<file path="src/sv/hvn_pkg.sv">
package hvn_pkg;

  localparam int unsigned FracBits = 16;
  localparam int unsigned DivBits  = 8;

  localparam logic [31:0] NoiseSalt = 32'h94d0_49bb;
  localparam logic [31:0] HashMulX  = 32'h9e37_79b9;
  localparam logic [31:0] HashMulY  = 32'h85eb_ca6b;
  localparam logic [31:0] HashMix   = 32'h7feb_352d;
  localparam logic [5:0]  CoverageMax = 6'd40;

  // Register byte addresses
  localparam logic [3:0] AddrSeed     = 4'h0;
  localparam logic [3:0] AddrCellSize = 4'h4;
  localparam logic [3:0] AddrCoverage = 4'h8;

  typedef struct packed {
    logic [31:0]        key;
    logic [DivBits-1:0] div;
    logic [5:0]         cov;
  } hvn_cfg_t;

  typedef struct packed {
    logic [DivBits-1:0] rem;
    logic               q;
  } hvn_step_t;

  // One restoring division step: bring in one dividend bit, subtract if it fits.
  function automatic hvn_step_t div_step(input logic [DivBits-1:0] rem,
                                         input logic din,
                                         input logic [DivBits-1:0] div);
    logic [DivBits:0] t;
    logic [DivBits:0] s;
    hvn_step_t        r;
    t = {rem, din};
    s = t - {1'b0, div};
    r.q   = (t >= {1'b0, div});
    r.rem = r.q ? s[DivBits-1:0] : t[DivBits-1:0];
    return r;
  endfunction

  // Finish smoothstep: f2 * (3 - 2f) in Q0.16, saturated.
  function automatic logic [15:0] ease_finish(input logic [15:0] f2,
                                              input logic [15:0] f);
    logic [17:0] g;
    logic [33:0] p;
    g = 18'd196608 - {1'b0, f, 1'b0};
    p = {18'd0, f2} * {16'd0, g};
    return (p[33:32] != 2'd0) ? 16'hffff : p[31:16];
  endfunction

endpackage

</file>
<file path="src/sv/hvn_cfg.sv">
module hvn_cfg (
  input  logic             clk_i,
  input  logic             rst_ni,
  input  logic             psel,
  input  logic             penable,
  input  logic             pwrite,
  input  logic [3:0]       paddr,
  input  logic [31:0]      pwdata,
  output logic [31:0]      prdata,
  output logic             pready,
  output hvn_pkg::hvn_cfg_t cfg_o
);
  import hvn_pkg::*;

  logic [31:0]        seed_q;
  logic [DivBits-1:0] cell_q;
  logic [5:0]         cov_q;
  logic               wr_en;

  assign pready = 1'b1;
  assign wr_en  = psel && penable && pwrite;

  always_ff @(posedge clk_i or negedge rst_ni) begin
    if (!rst_ni) begin
      seed_q <= 32'd1;
      cell_q <= 8'd6;
      cov_q  <= 6'd10;
    end else if (wr_en) begin
      case (paddr)
        AddrSeed:     seed_q <= pwdata;
        AddrCellSize: cell_q <= pwdata[DivBits-1:0];
        AddrCoverage: cov_q  <= pwdata[5:0];
        default:      ;
      endcase
    end
  end

  always_comb begin
    case (paddr)
      AddrSeed:     prdata = seed_q;
      AddrCellSize: prdata = {24'd0, cell_q};
      AddrCoverage: prdata = {26'd0, cov_q};
      default:      prdata = 32'd0;
    endcase
  end

  // Zero cell size acts as one; coverage saturates at forty
  assign cfg_o.key = seed_q ^ NoiseSalt;
  assign cfg_o.div = (cell_q == '0) ? 8'd1 : cell_q;
  assign cfg_o.cov = (cov_q > CoverageMax) ? CoverageMax : cov_q;

endmodule

</file>
<file path="config.mk">
export PLATFORM = sky130hd
export DESIGN_NAME = hvn_cfg
export DESIGN_NICKNAME = d
export VERILOG_FILES = /design/src/sv/hvn_pkg.sv /design/src/sv/hvn_cfg.sv
export SDC_FILE = /design/constraint.sdc
export NUM_CORES = 1
export LEC_CHECK = 0
export BUFFER_PORTS_ARGS = -buffer_cell sky130_fd_sc_hd__buf_2
export CAP_MARGIN = 20
export CORE_MARGIN = 2
export CORE_UTILIZATION = 52
export CTS_BUF_LIST = sky130_fd_sc_hd__clkbuf_8
export CTS_CLUSTER_SIZE = 25
export DETAILED_ROUTE_END_ITERATION = 12
export PLACE_DENSITY = 0.88
export SYNTH_ARGS = -nofsm -noshare
export SYNTH_HDL_FRONTEND = slang
export SYNTH_SLANG_ARGS = --single-unit
</file>
<file path="constraint.sdc">
create_clock -name clk_i -period 2.9 [get_ports clk_i]
set_input_delay 0.29 -clock clk_i [delete_from_list [all_inputs] [get_ports clk_i]]
set_output_delay 0.29 -clock clk_i [all_outputs]
set_load 0.01 [all_outputs]
</file>
Word level (Yosys, flattened, before mapping). Cells that the tools add are included.

Reductions and logical operators: 7. Bitwise operators: 1. $lt $le $gt $ge: 1. Mux-type cells: 3. Equality and inequality tests: 2.

Operator list (number): one-hot mux 32 bit (3 select lines) (1); NOT 15 bit (1); zero test 8 bit (1); two-way mux 8 bit (1); greater-than comparator 6 bit (second input constant) (1); two-way mux 6 bit (1); AND reduction 2 bit (3); equality test 4 x 3 -> 1 bit (second input constant) (1); equality test 4 bit (second input constant) (1); zero test 4 bit (1); logical AND 1 bit (2).

Register bits after elaboration: 46. Word-level logic and storage cells: 17. Bits of input ports: 41. Output and inout bits: 79.

Longest topological paths before layout.
Depth in word-level cells: 3. Mapped depth: 5. Depth with buffers taken out: 3.

Worst setup path after synthesis. OpenSTA, ideal clock, no wires.

Kind: input port to flip-flop. From: in paddr[1]. To: reg seed_q[10]. Path buffers: 2. Data required time: 2.775 ns. Data arrival time: 1.427 ns. Cell stages on the path: 5. Slack: 1.347 ns. Setup time: 0.125 ns. Cell sequence: nor4_4 -> and4_1 -> buf_6 -> buf_12 -> mux2_4.

Word-level cells in the longest chain between the ends: 2.

Ends and longest elaborated chain: start: declaration (RTL line hvn_cfg.sv:7) `input logic [3:0] paddr,`; zero test 4 bit (RTL line hvn_cfg.sv:29) `case (paddr)`; AND reduction 2 bit (no source line); end signal: assignment (RTL line hvn_cfg.sv:30) `AddrSeed: seed_q <= pwdata;`; end: declaration (RTL line hvn_cfg.sv:15) `logic [31:0] seed_q;`.

Every way passes these cells. A chain may end at the register's enable or synchronous reset.

Worst setup path in the final report.
From: in paddr[1]. To: reg cell_q[0].

Word-level cells in the longest chain between the ends: 2.

Ends and longest elaborated chain: equality test 4 x 3 -> 1 bit (RTL line hvn_cfg.sv:29); AND reduction 2 bit (no source line); end signal: assignment (RTL line hvn_cfg.sv:31) `AddrCellSize: cell_q <= pwdata[DivBits-1:0];`; end: declaration (RTL line hvn_cfg.sv:16) `logic [DivBits-1:0] cell_q;`.

Every way passes these cells.

==> reports/qor.yml <==
status: "finished clean"
synthTopCellsByArea: "dfrtp_1 (41%), mux2_4 (18%), mux2_2 (7.2%)"
die_area_sq_um: 5400
path_class: "in -> reg"
power_frac_comb_pct: 22.3
die_height_um: 73.5
gp_congestion: 0.838
cts_num_sinks: 46
place_area_sq_um: 2940
detailedPlace.worstSlack_ns: 0.831
hold-path-cell-count: 2
finClkSkew_ns: 0
drtIter0Drc: 98
dp_hpwl_um: 3880
setup_viol: 0
layout-drive-gt1-share_pct: 63.2
pwr_density_cell_nw_per_um2: 527
startpoint: "paddr[1]"
drv_slew: 0
root_buffer: "clkbuf_8"
endpoint_kind: "register"
clk_latency_ns: 0.29
reg2reg_depth: 1
drv_cap: 0
io-pin-count: 120
rsz0062_at_grt: "no"
worst_slew_margin_rel_pct: 59.0
cts.clk_slew.worst_paths_ns: 0.08
critPathLaunchType: "input pin"
layoutNonFillerInstCount: 345
fin_crit_sh_pct: 61.3
pwr-share-clk_pct: 27.8
synth_cell_types: 22
yosysWarningCount: 0
holdPathEnd: "seed_q[25]"
synth_largest_area_cell: "dfrtp_1"
synth_area_per_cell_sq_um: 12.8
yosysSeqAreaShare_pct: 46.1
min_period_ns: 1.78
syn_nets: 237
min-delay-start: "pwdata[25]"
cts_buffer_depth: 2
synth_top_area_share_pct: 40.9
final_common_cell: "buf_2"
first_pass_iters: 4
antenna_found_initial: 0
peakVddDrop_v: 0.000341
r2r_end: "cov_q[5]"
leakage_uw: 0.00172
grtUsageTotal_pct: 20.5
tns_ns: 0
fmax_mhz: 563
fp.coreArea_sq_um: 4690
drc: 0
p_sw_share_pct: 27.4
arrival_ns: 1.96
num_rows: 25
gr-total-overflow: 0
p_seq_share_pct: 49.9
cts_buffers: 5
grt_pass1_wl_um: 8340
postRouteAntennaNets: 0
grt_max_degree: 47
wl_per_cell_um: 15.5
drt-total-wl_um: 5350
final_cell_mix: "buf_2 (118), dfrtp_1 (41), mux2_4 (30), and2_1 (27), inv_1 (21)"
p_switching_uw: 445
p_int_uw: 1180
insertedDiodeCount: 0
start_util_pct: 53.5
synthCells: 196
synthToLayoutAreaGrowth_pct: 22.6
htreeDepth: 2
synth.cell_area_sq_um: 2510
fin_nets: 331
die_w_um: 73.5
crit-reg2reg-launch: "cov_q[5]"
synth_seq_cells: 46
via_per_inst: 5.05
tritoncts: "done"
cts_resized: 0
grt_pass1_vias: 1652
min_path_type: "in -> reg"
crit_required_ns: 3.08
vias: 1741
portBuffers: 118
tightest_slew_ns: 0.613
ff2ff_setup_slack_ns: 2.07
stdcell_area_sq_um: 3080
dp_cells: 335
hold_viol: 0
crit_fanout: 9
finalWorstSetupSlack_ns: 1.12
-- Yosys cell counts --
master     n
nor4b_4    2
dfstp_2    5
buf_12     3
a22o_1     2
clkbuf_1  11
buf_2      1
nor2b_1    1
inv_1     21
a222oi_1   6
conb_1     1
a21o_1     2
and4_1     3
nor4_1     1
mux2_2    16
buf_6      1
mux2_4    30
nor4_4     1
o21ai_0    1
dfrtp_1   41
buf_4     19
and2_1    27
nor3_1     1
-- per-stage QoR --
stage | utilization, % | total power (uW) | hold WS [ns]
floorplan | - | 1050 | -0.00559
global placement | 62.6 | 1170 | 0.486
detailed placement | 62.6 | 1180 | 0.510
CTS | 64.9 | 1630 | 0.180
global route | 65.6 | 1710 | 0.213
finish | 65.6 | 1620 | 0.222
-- registers in the layout, summed over array words and instances (netlist names) --
register,cells
seed_q,32
cell_q,8
cov_q,6
-- layer usage --
metal | wire length, um | up-vias | global-route usage [%]
met1 | 2240 | 830 | 27.5
li1 | - | 816 | -
met3 | 420 | 5 | 4.94
met2 | 2660 | 90 | 33.9
met5 | 0 | - | 0
met4 | 36 | 0 | 4.24
-- worst max-delay path by stage --
stage | depth (start not counted) | slack, ns | end
finish | 4 | 1.12 | cell_q[0]
global route | 6 | 1.03 | prdata[5]
CTS | 4 | 1.14 | cell_q[0]
detailed placement | 4 | 0.83 | cell_q[0]
global placement | 4 | 0.87 | cell_q[0]
floorplan | 5 | 1.35 | seed_q[10]
-- final cells by class --
class	instances	area [sq um]
Multi-Input combinational cell	94	1010
Fill cell	373	1620
Sequential cell	46	1160
Inverter	21	78.8
Tap cell	54	67.6
Timing Repair Buffer	122	648
Clock buffer	8	110
-- power groups by stage --
stage / Clock (uW) / Sequential [uW] / Combinational (uW)
2_1_floorplan: 0 / 794 / 259
3_3_place_gp: 0 / 816 / 351
3_5_place_dp: 0 / 820 / 361
4_1_cts: 458 / 810 / 362
5_1_grt: 490 / 824 / 395
6_report: 451 / 810 / 362
-- critical path, cell delays in order --
cell     delay [ns]
buf_2          0.15
nor4b_4        0.60
and4_1         0.52
mux2_2         0.39
-- timing repair --
action | CTS | global route
hold buffers | 0 | 1
endpoints found under the hold margin | 0 | 5
setup buffers | 0 | 0
-- cell families (layout without fill, tap and decap cells) --
logic type             after synthesis  count (layout)  synth area share (%)
AO/OA/AOI/OAI                       11              11                  3.89
buffers and inverters               56             151                  13.5
flip-flops                          46              46                  46.1
other                                1               1                 0.149
multiplexers                        46              46                  25.1
AND/OR/NAND/NOR                     36              36                  11.2
No activity file was read; power rests on OpenSTA's default activity.
