[config.mk]
export PLATFORM = sky130hd
export DESIGN_NAME = hvn_divider
export DESIGN_NICKNAME = d
export VERILOG_FILES = /design/src/sv/hvn_pkg.sv /design/src/sv/hvn_divider.sv
export SDC_FILE = /design/constraint.sdc
export NUM_CORES = 2
export LEC_CHECK = 0
export ABC_AREA = 1
export BUFFER_PORTS_ARGS = -buffer_cell sky130_fd_sc_hd__buf_4
export CAP_MARGIN = 15
export CORE_ASPECT_RATIO = 1.25
export CORE_MARGIN = 4
export CORE_UTILIZATION = 35
export CTS_CLUSTER_SIZE = 28
export DETAILED_ROUTE_END_ITERATION = 12
export SKIP_LAST_GASP = 1
export SLEW_MARGIN = 20
export SYNTH_ARGS = -nofsm -noshare
export SYNTH_HDL_FRONTEND = slang
export SYNTH_SLANG_ARGS = --single-unit
[constraint.sdc]
create_clock -name clk_i -period 2.57 [get_ports clk_i]
set_input_delay 0.514 -clock clk_i [delete_from_list [all_inputs] [get_ports clk_i]]
set_output_delay 0.514 -clock clk_i [all_outputs]
set_load 0.01 [all_outputs]
[src/sv/hvn_pkg.sv]
package hvn_pkg;

  localparam int unsigned FracBits = 16;
  localparam int unsigned DivBits  = 8;

  localparam logic [31:0] NoiseSalt = 32'h94d0_49bb;
  localparam logic [31:0] HashMulX  = 32'h9e37_79b9;
  localparam logic [31:0] HashMulY  = 32'h85eb_ca6b;
  localparam logic [31:0] HashMix   = 32'h7feb_352d;
  localparam logic [5:0]  CoverageMax = 6'd40;

  // Register byte addresses
  localparam logic [3:0] AddrSeed     = 4'h0;
  localparam logic [3:0] AddrCellSize = 4'h4;
  localparam logic [3:0] AddrCoverage = 4'h8;

  typedef struct packed {
    logic [31:0]        key;
    logic [DivBits-1:0] div;
    logic [5:0]         cov;
  } hvn_cfg_t;

  typedef struct packed {
    logic [DivBits-1:0] rem;
    logic               q;
  } hvn_step_t;

  // One restoring division step: bring in one dividend bit, subtract if it fits.
  function automatic hvn_step_t div_step(input logic [DivBits-1:0] rem,
                                         input logic din,
                                         input logic [DivBits-1:0] div);
    logic [DivBits:0] t;
    logic [DivBits:0] s;
    hvn_step_t        r;
    t = {rem, din};
    s = t - {1'b0, div};
    r.q   = (t >= {1'b0, div});
    r.rem = r.q ? s[DivBits-1:0] : t[DivBits-1:0];
    return r;
  endfunction

  // Finish smoothstep: f2 * (3 - 2f) in Q0.16, saturated.
  function automatic logic [15:0] ease_finish(input logic [15:0] f2,
                                              input logic [15:0] f);
    logic [17:0] g;
    logic [33:0] p;
    g = 18'd196608 - {1'b0, f, 1'b0};
    p = {18'd0, f2} * {16'd0, g};
    return (p[33:32] != 2'd0) ? 16'hffff : p[31:16];
  endfunction

endpackage

[src/sv/hvn_divider.sv]
module hvn_divider #(
  parameter int unsigned CoordBits = 16
) (
  input  logic                                        clk_i,
  input  logic                                        rst_ni,
  input  logic                                        adv_i,
  input  logic                                        valid_i,
  input  logic [1:0][CoordBits-1:0]                   coord_i,
  input  logic [hvn_pkg::DivBits-1:0]                 div_i,
  output logic                                        valid_o,
  output logic [1:0][CoordBits+hvn_pkg::FracBits-1:0] quot_o
);
  import hvn_pkg::*;

  localparam int unsigned DW = CoordBits + FracBits;

  logic [DW-1:0]                       valid_d;
  logic [DW-1:0]                       valid_q;
  logic [DW-1:0][1:0][DivBits-1:0]     rem_d;
  logic [DW-1:0][1:0][DivBits-1:0]     rem_q;
  logic [DW-1:0][1:0][DW-1:0]          z_d;
  logic [DW-1:0][1:0][DW-1:0]          z_q;

  // Dividend is coord followed by sixteen zero bits: the quotient holds the
  // cell index above the Q0.16 fraction.
  for (genvar k = 0; k < DW; k++) begin : g_stage
    for (genvar l = 0; l < 2; l++) begin : g_lane
      logic [DivBits-1:0] rem_in;
      logic [DW-1:0]      z_in;
      hvn_step_t          st;
      if (k == 0) begin : g_first
        assign rem_in = '0;
        assign z_in   = {coord_i[l], {FracBits{1'b0}}};
      end else begin : g_next
        assign rem_in = rem_q[k-1][l];
        assign z_in   = z_q[k-1][l];
      end
      assign st          = div_step(rem_in, z_in[DW-1], div_i);
      assign rem_d[k][l] = st.rem;
      assign z_d[k][l]   = {z_in[DW-2:0], st.q};
    end

    if (k == 0) begin : g_v0
      assign valid_d[k] = valid_i;
    end else begin : g_vn
      assign valid_d[k] = valid_q[k-1];
    end
  end

  always_ff @(posedge clk_i or negedge rst_ni) begin
    if (!rst_ni) begin
      valid_q <= '0;
    end else if (adv_i) begin
      valid_q <= valid_d;
    end
  end

  always_ff @(posedge clk_i) begin
    if (adv_i) begin
      rem_q <= rem_d;
      z_q   <= z_d;
    end
  end

  assign valid_o = valid_q[DW-1];
  assign quot_o  = z_q[DW-1];

endmodule

== After elaboration in Yosys (flattened, before gate mapping) ==
Index checks and enable logic that the tools add are counted.
Widths: inputs -> output; s select.

* Add/sub/neg operators: 62
* Order comparisons: 64
* Mux-type cells: 62

{| class="wikitable"
|+ Operators by type and width
! operator !! number
|-
| $ge 9x8->1 || 62
|-
| $mux 8 || 60
|-
| $sub 8x8->8 || 60
|-
| $ge 1x8->1 || 2
|-
| $sub 1x8->8 || 2
|-
| $mux 1 || 2
|}

* Register bits after elaboration: 1824
* Output and inout port bits: 65
* Word-level logic and storage cells: 347

== Longest topological paths before layout ==
* Depth after elaboration: 2
* Depth in mapped cells: 12

== Worst setup path after synthesis ==
No wires, ideal clock.

* Kind: input to register
* From: in div_i[5] (netlist name)
* To: reg rem_q (netlist bit g_stage[2].g_lane[0].rem_in[7]) (data pin)
* Library setup time: 0.252 ns
* Arrival time: 3.246 ns
* Required time: 2.318 ns
* Slack: -0.929 ns
* Cell stages on the path: 10
* Buffers on the path: 0
* Path through: clkinv_1 ha_1 nand2_1 inv_1 nand3b_1 nor2_1 nor2_2 nand2_4 nand2_1 nand2_1

{| class="wikitable"
|+ RTL lines
! what !! line !! source
|-
| start: declaration || hvn_divider.sv:9 || <nowiki>input logic [hvn_pkg::DivBits-1:0] div_i,</nowiki>
|-
| end signal: assignment || hvn_divider.sv:60 || <nowiki>rem_q <= rem_d;</nowiki>
|-
| end: declaration || hvn_divider.sv:20 || <nowiki>logic [DW-1:0][1:0][DivBits-1:0] rem_q;</nowiki>
|}

==> flow_metrics.py <==
metrics = {
    "status": {
        "run_status": "complete, no violations",
    },
    "worst_setup_path": {
        "cp_common_cell": "nand2_1",
        "r2r-end": "g_stage[8].g_lane[0].rem_in[7]$_DFFE_PP_",
        "cp_max_fo": 9,
        "reg2reg_from": "g_stage[7].g_lane[0].rem_in[1]$_DFFE_PP_",
        "reg2reg_depth": 8,
        "reg2reg_slack_ns": 0.57,
        "worstPathCellList": "ha_1 -> or2_1 -> nand3b_1 -> nand2_1 -> nand2_2 -> nand2_4 -> nand2_1 -> nand2_1",
        "critPathKind": "reg -> reg",
        "crit_buf_inv": 0,
        "cp_slowest_stage_delay_ns": 0.41,
        "crit_required_ns": 3.14,
        "worst_setup_path_start_kind": "flop",
        "critPathTopFamily": "simple AND/OR/NAND/NOR gates",
        "cp_slowest_cell": "edfxtp_1",
        "critPathArrivalTime_ns": 2.56,
        "endpoint_kind": "flop",
    },
    "route": {
        "drt-initial-drc-count": 3069,
        "drtPass1Iterations": 7,
        "wl_per_cell_um": 14.8,
        "wl_um": 187000,
        "vias_per_cell": 4.62,
        "vias": 58153,
        "detail-route-antenna-nets": 0,
        "drc": 0,
    },
    "synth": {
        "async_flop_share": 0.0175,
        "ys_types": 42,
        "synth_edf_count": 1792,
        "synthCells": 8009,
        "yosys_warnings": 0,
        "ys_ff_latch": 1824,
        "syn_nets": 8611,
        "synth_ff_type": "edfxtp_1",
        "syn_area_um2": 88000,
        "yosysSeqAreaShare": 0.620,
        "synth_area_per_cell_um2": 11.0,
    },
    "die": {
        "core_um2": 250000,
        "die_h_um": 569,
        "fp.dieArea_um2": 260000,
        "start_util": 0.352,
        "rows": 205,
        "io-pin-count": 109,
        "die_x_um": 457,
    },
    "min_path": {
        "holdPathEnd": "g_stage[1].g_lane[1].rem_in[5]$_SDFFCE_PP0P_",
        "holdPathStages": 3,
        "hold_start": "div_i[4]",
        "worstHoldPathType": "in -> reg",
    },
    "global_routing": {
        "antenna_found_initial": 1,
        "track_usage": 0.142,
        "grt_pass1_vias": 59047,
        "grt-ovfl-total": 0,
        "grt_pass1_wl_um": 302000,
        "grt_max_degree": 94,
    },
    "clock_network": {
        "clk_latency_ns": 0.86,
        "cts_tree": "built",
        "cts_resized": 0,
        "cts_buffers": 201,
        "cts_max_level": 4,
        "post_cts_buffers": 0,
        "cts_buffer_depth": 4,
        "cts_hold_buf": 34,
        "cts.sinks": 1824,
        "cts_root_buffer": "clkbuf_16",
        "clkTransAtPathRegs_ns": 0.06,
    },
    "timing": {
        "grt_setup_unrepaired": "false",
        "max_freq_mhz": 501,
        "layout_min_cycle_time_ns": 2.00,
        "setup_violations": 0,
        "finalMaxSlewViolations": 0,
        "period_share": 0.777,
        "fin_hold_ws_ns": 0.104,
        "tightest_slew_ns": 0.598,
        "clock_skew_ns": 0.0413,
        "hold_violations": 0,
        "max_slew_margin": 0.601,
    },
    "layout": {
        "final_cell_area_um2": 107000,
        "finalNetCount": 9715,
        "syn2layout_area_growth_pct": 21.4,
        "drive_gt1_frac": 0.175,
    },
    "power": {
        "ir_worst_vdd_mv": 0.608,
        "powerDensity_nw_per_um2": 1100,
        "p_leak_nw": 47.1,
    },
    "flow_run": {
        "drv_cap": 0,
    },
    "place": {
        "place_congestion": 0.875,
        "dp_hpwl_um": 134000,
        "dpl_cell_area_um2": 100000,
        "portBuffers": 108,
    },
}
-- placed cells by master (no fill, tap or decap), types with 63 or more instances in the layout --
cell / n
nand3_1: 847
clkinv_1: 67
a21oi_1: 264
nand2_4: 87
nand4_1: 115
xnor2_1: 65
ha_1: 497
inv_1: 888
nand2_2: 150
nor2_1: 305
xor2_1: 116
buf_4: 859
buf_12: 90
nor3_1: 63
edfxtp_1: 1792
nand2_1: 2410
clkbuf_16: 206
-- power breakdown --
group / switching (W) / leakage, nW / total (W) / internal [W]
Sequential: 0.00335 / 17.9 / 0.0441 / 0.0407
Clock: 0.0118 / 3.16 / 0.0285 / 0.0168
Combinational: 0.0254 / 26.1 / 0.0447 / 0.0193
-- cell type report --
class,instances,area (µm²)
Antenna cell,1,2.50
Clock buffer,243,5330
Clock inverter,121,1220
Fill cell,23398,143000
Inverter,928,3510
Multi-Input combinational cell,5173,29400
Sequential cell,1824,54600
Tap cell,3312,4140
Timing Repair Buffer,985,8630
-- metal layers --
layer,track usage,vias to the layer above,routed length [µm]
met5,0,-,0
met4,0.0572,0,7120
met3,0.0206,424,7000
met2,0.256,1002,94400
met1,0.170,27243,78100
li1,-,29484,-
-- tightest hold or removal path, cell delays in order --
cell and delay (ns):
buf_4 0.12, nor2_4 0.06, a31oi_1 0.15
-- through the flow --
step	TNS, ns	std cells	utilization	setup WS (ns)	total power [W]
2_1_floorplan	-148.02	8009	-	-0.336	0.0729
3_3_place_gp	-66.79	12188	0.400	-0.285	0.0886
3_5_place_dp	-67.07	12188	0.400	-0.283	0.0893
4_1_cts	0	12586	0.428	0.538	0.119
5_1_grt	0	12587	0.428	0.386	0.126
6_report	0	12587	0.428	0.574	0.117
-- synthesized netlist by cell type (all sizes together) (23+ instances only) --
| cell | n | area (µm²) |
|---|---|---|
| or2 | 23 | 144 |
| ha | 498 | 6230 |
| edfxtp | 1792 | 53800 |
| clkinv | 33 | 124 |
| a21oi | 314 | 1780 |
| nor3 | 63 | 315 |
| xnor2 | 65 | 569 |
| inv | 895 | 3360 |
| nand4 | 115 | 719 |
| fa | 60 | 1200 |
| buf | 75 | 573 |
| nand2 | 2660 | 11200 |
| dfrtp | 32 | 801 |
| nor2 | 355 | 1520 |
| nand3 | 848 | 4250 |
| xor2 | 116 | 1020 |
-- how the worst max path moves through the flow --
stage	slack [ns]	endpoint	from	cells after the start
global route	0.39	g_stage[21].g_lane[0].rem_in[7]$_DFFE_PP_	g_stage[20].g_lane[0].rem_in[3]$_DFFE_PP_	9
floorplan	-0.34	g_stage[18].g_lane[0].rem_in[7]$_DFFE_PP_	div_i[1]	11
detailed placement	-0.28	g_stage[24].g_lane[0].rem_in[2]$_DFFE_PP_	div_i[1]	14
CTS	0.54	quot_o[28]	quot_o[28]$_DFFE_PP_	1
finish	0.57	g_stage[8].g_lane[0].rem_in[7]$_DFFE_PP_	g_stage[7].g_lane[0].rem_in[1]$_DFFE_PP_	8
global placement	-0.28	g_stage[24].g_lane[0].rem_in[7]$_DFFE_PP_	div_i[1]	14
-- flip-flops by register name, indices dropped and copies added (netlist names) --
signal and flops:
quot_o 64, g_stage.g_lane.z_in 1232, valid_q 32, g_stage.g_lane.rem_in 496
-- logic make-up (layout without fill, tap and decap cells) --
| family | Yosys count | after routing | share of synthesized area |
|---|---|---|---|
| xor+xnor | 181 | 181 | 0.0180 |
| simple gates | 4088 | 4088 | 0.208 |
| fa+ha+maj | 558 | 558 | 0.0844 |
| mux | 2 | 2 | 0.000256 |
| buf+inv | 1012 | 2277 | 0.0465 |
| other cells | 0 | 1 | 0 |
| flops | 1824 | 1824 | 0.620 |
| compound gates | 344 | 344 | 0.0222 |
Power figures use the tool's default switching activity.
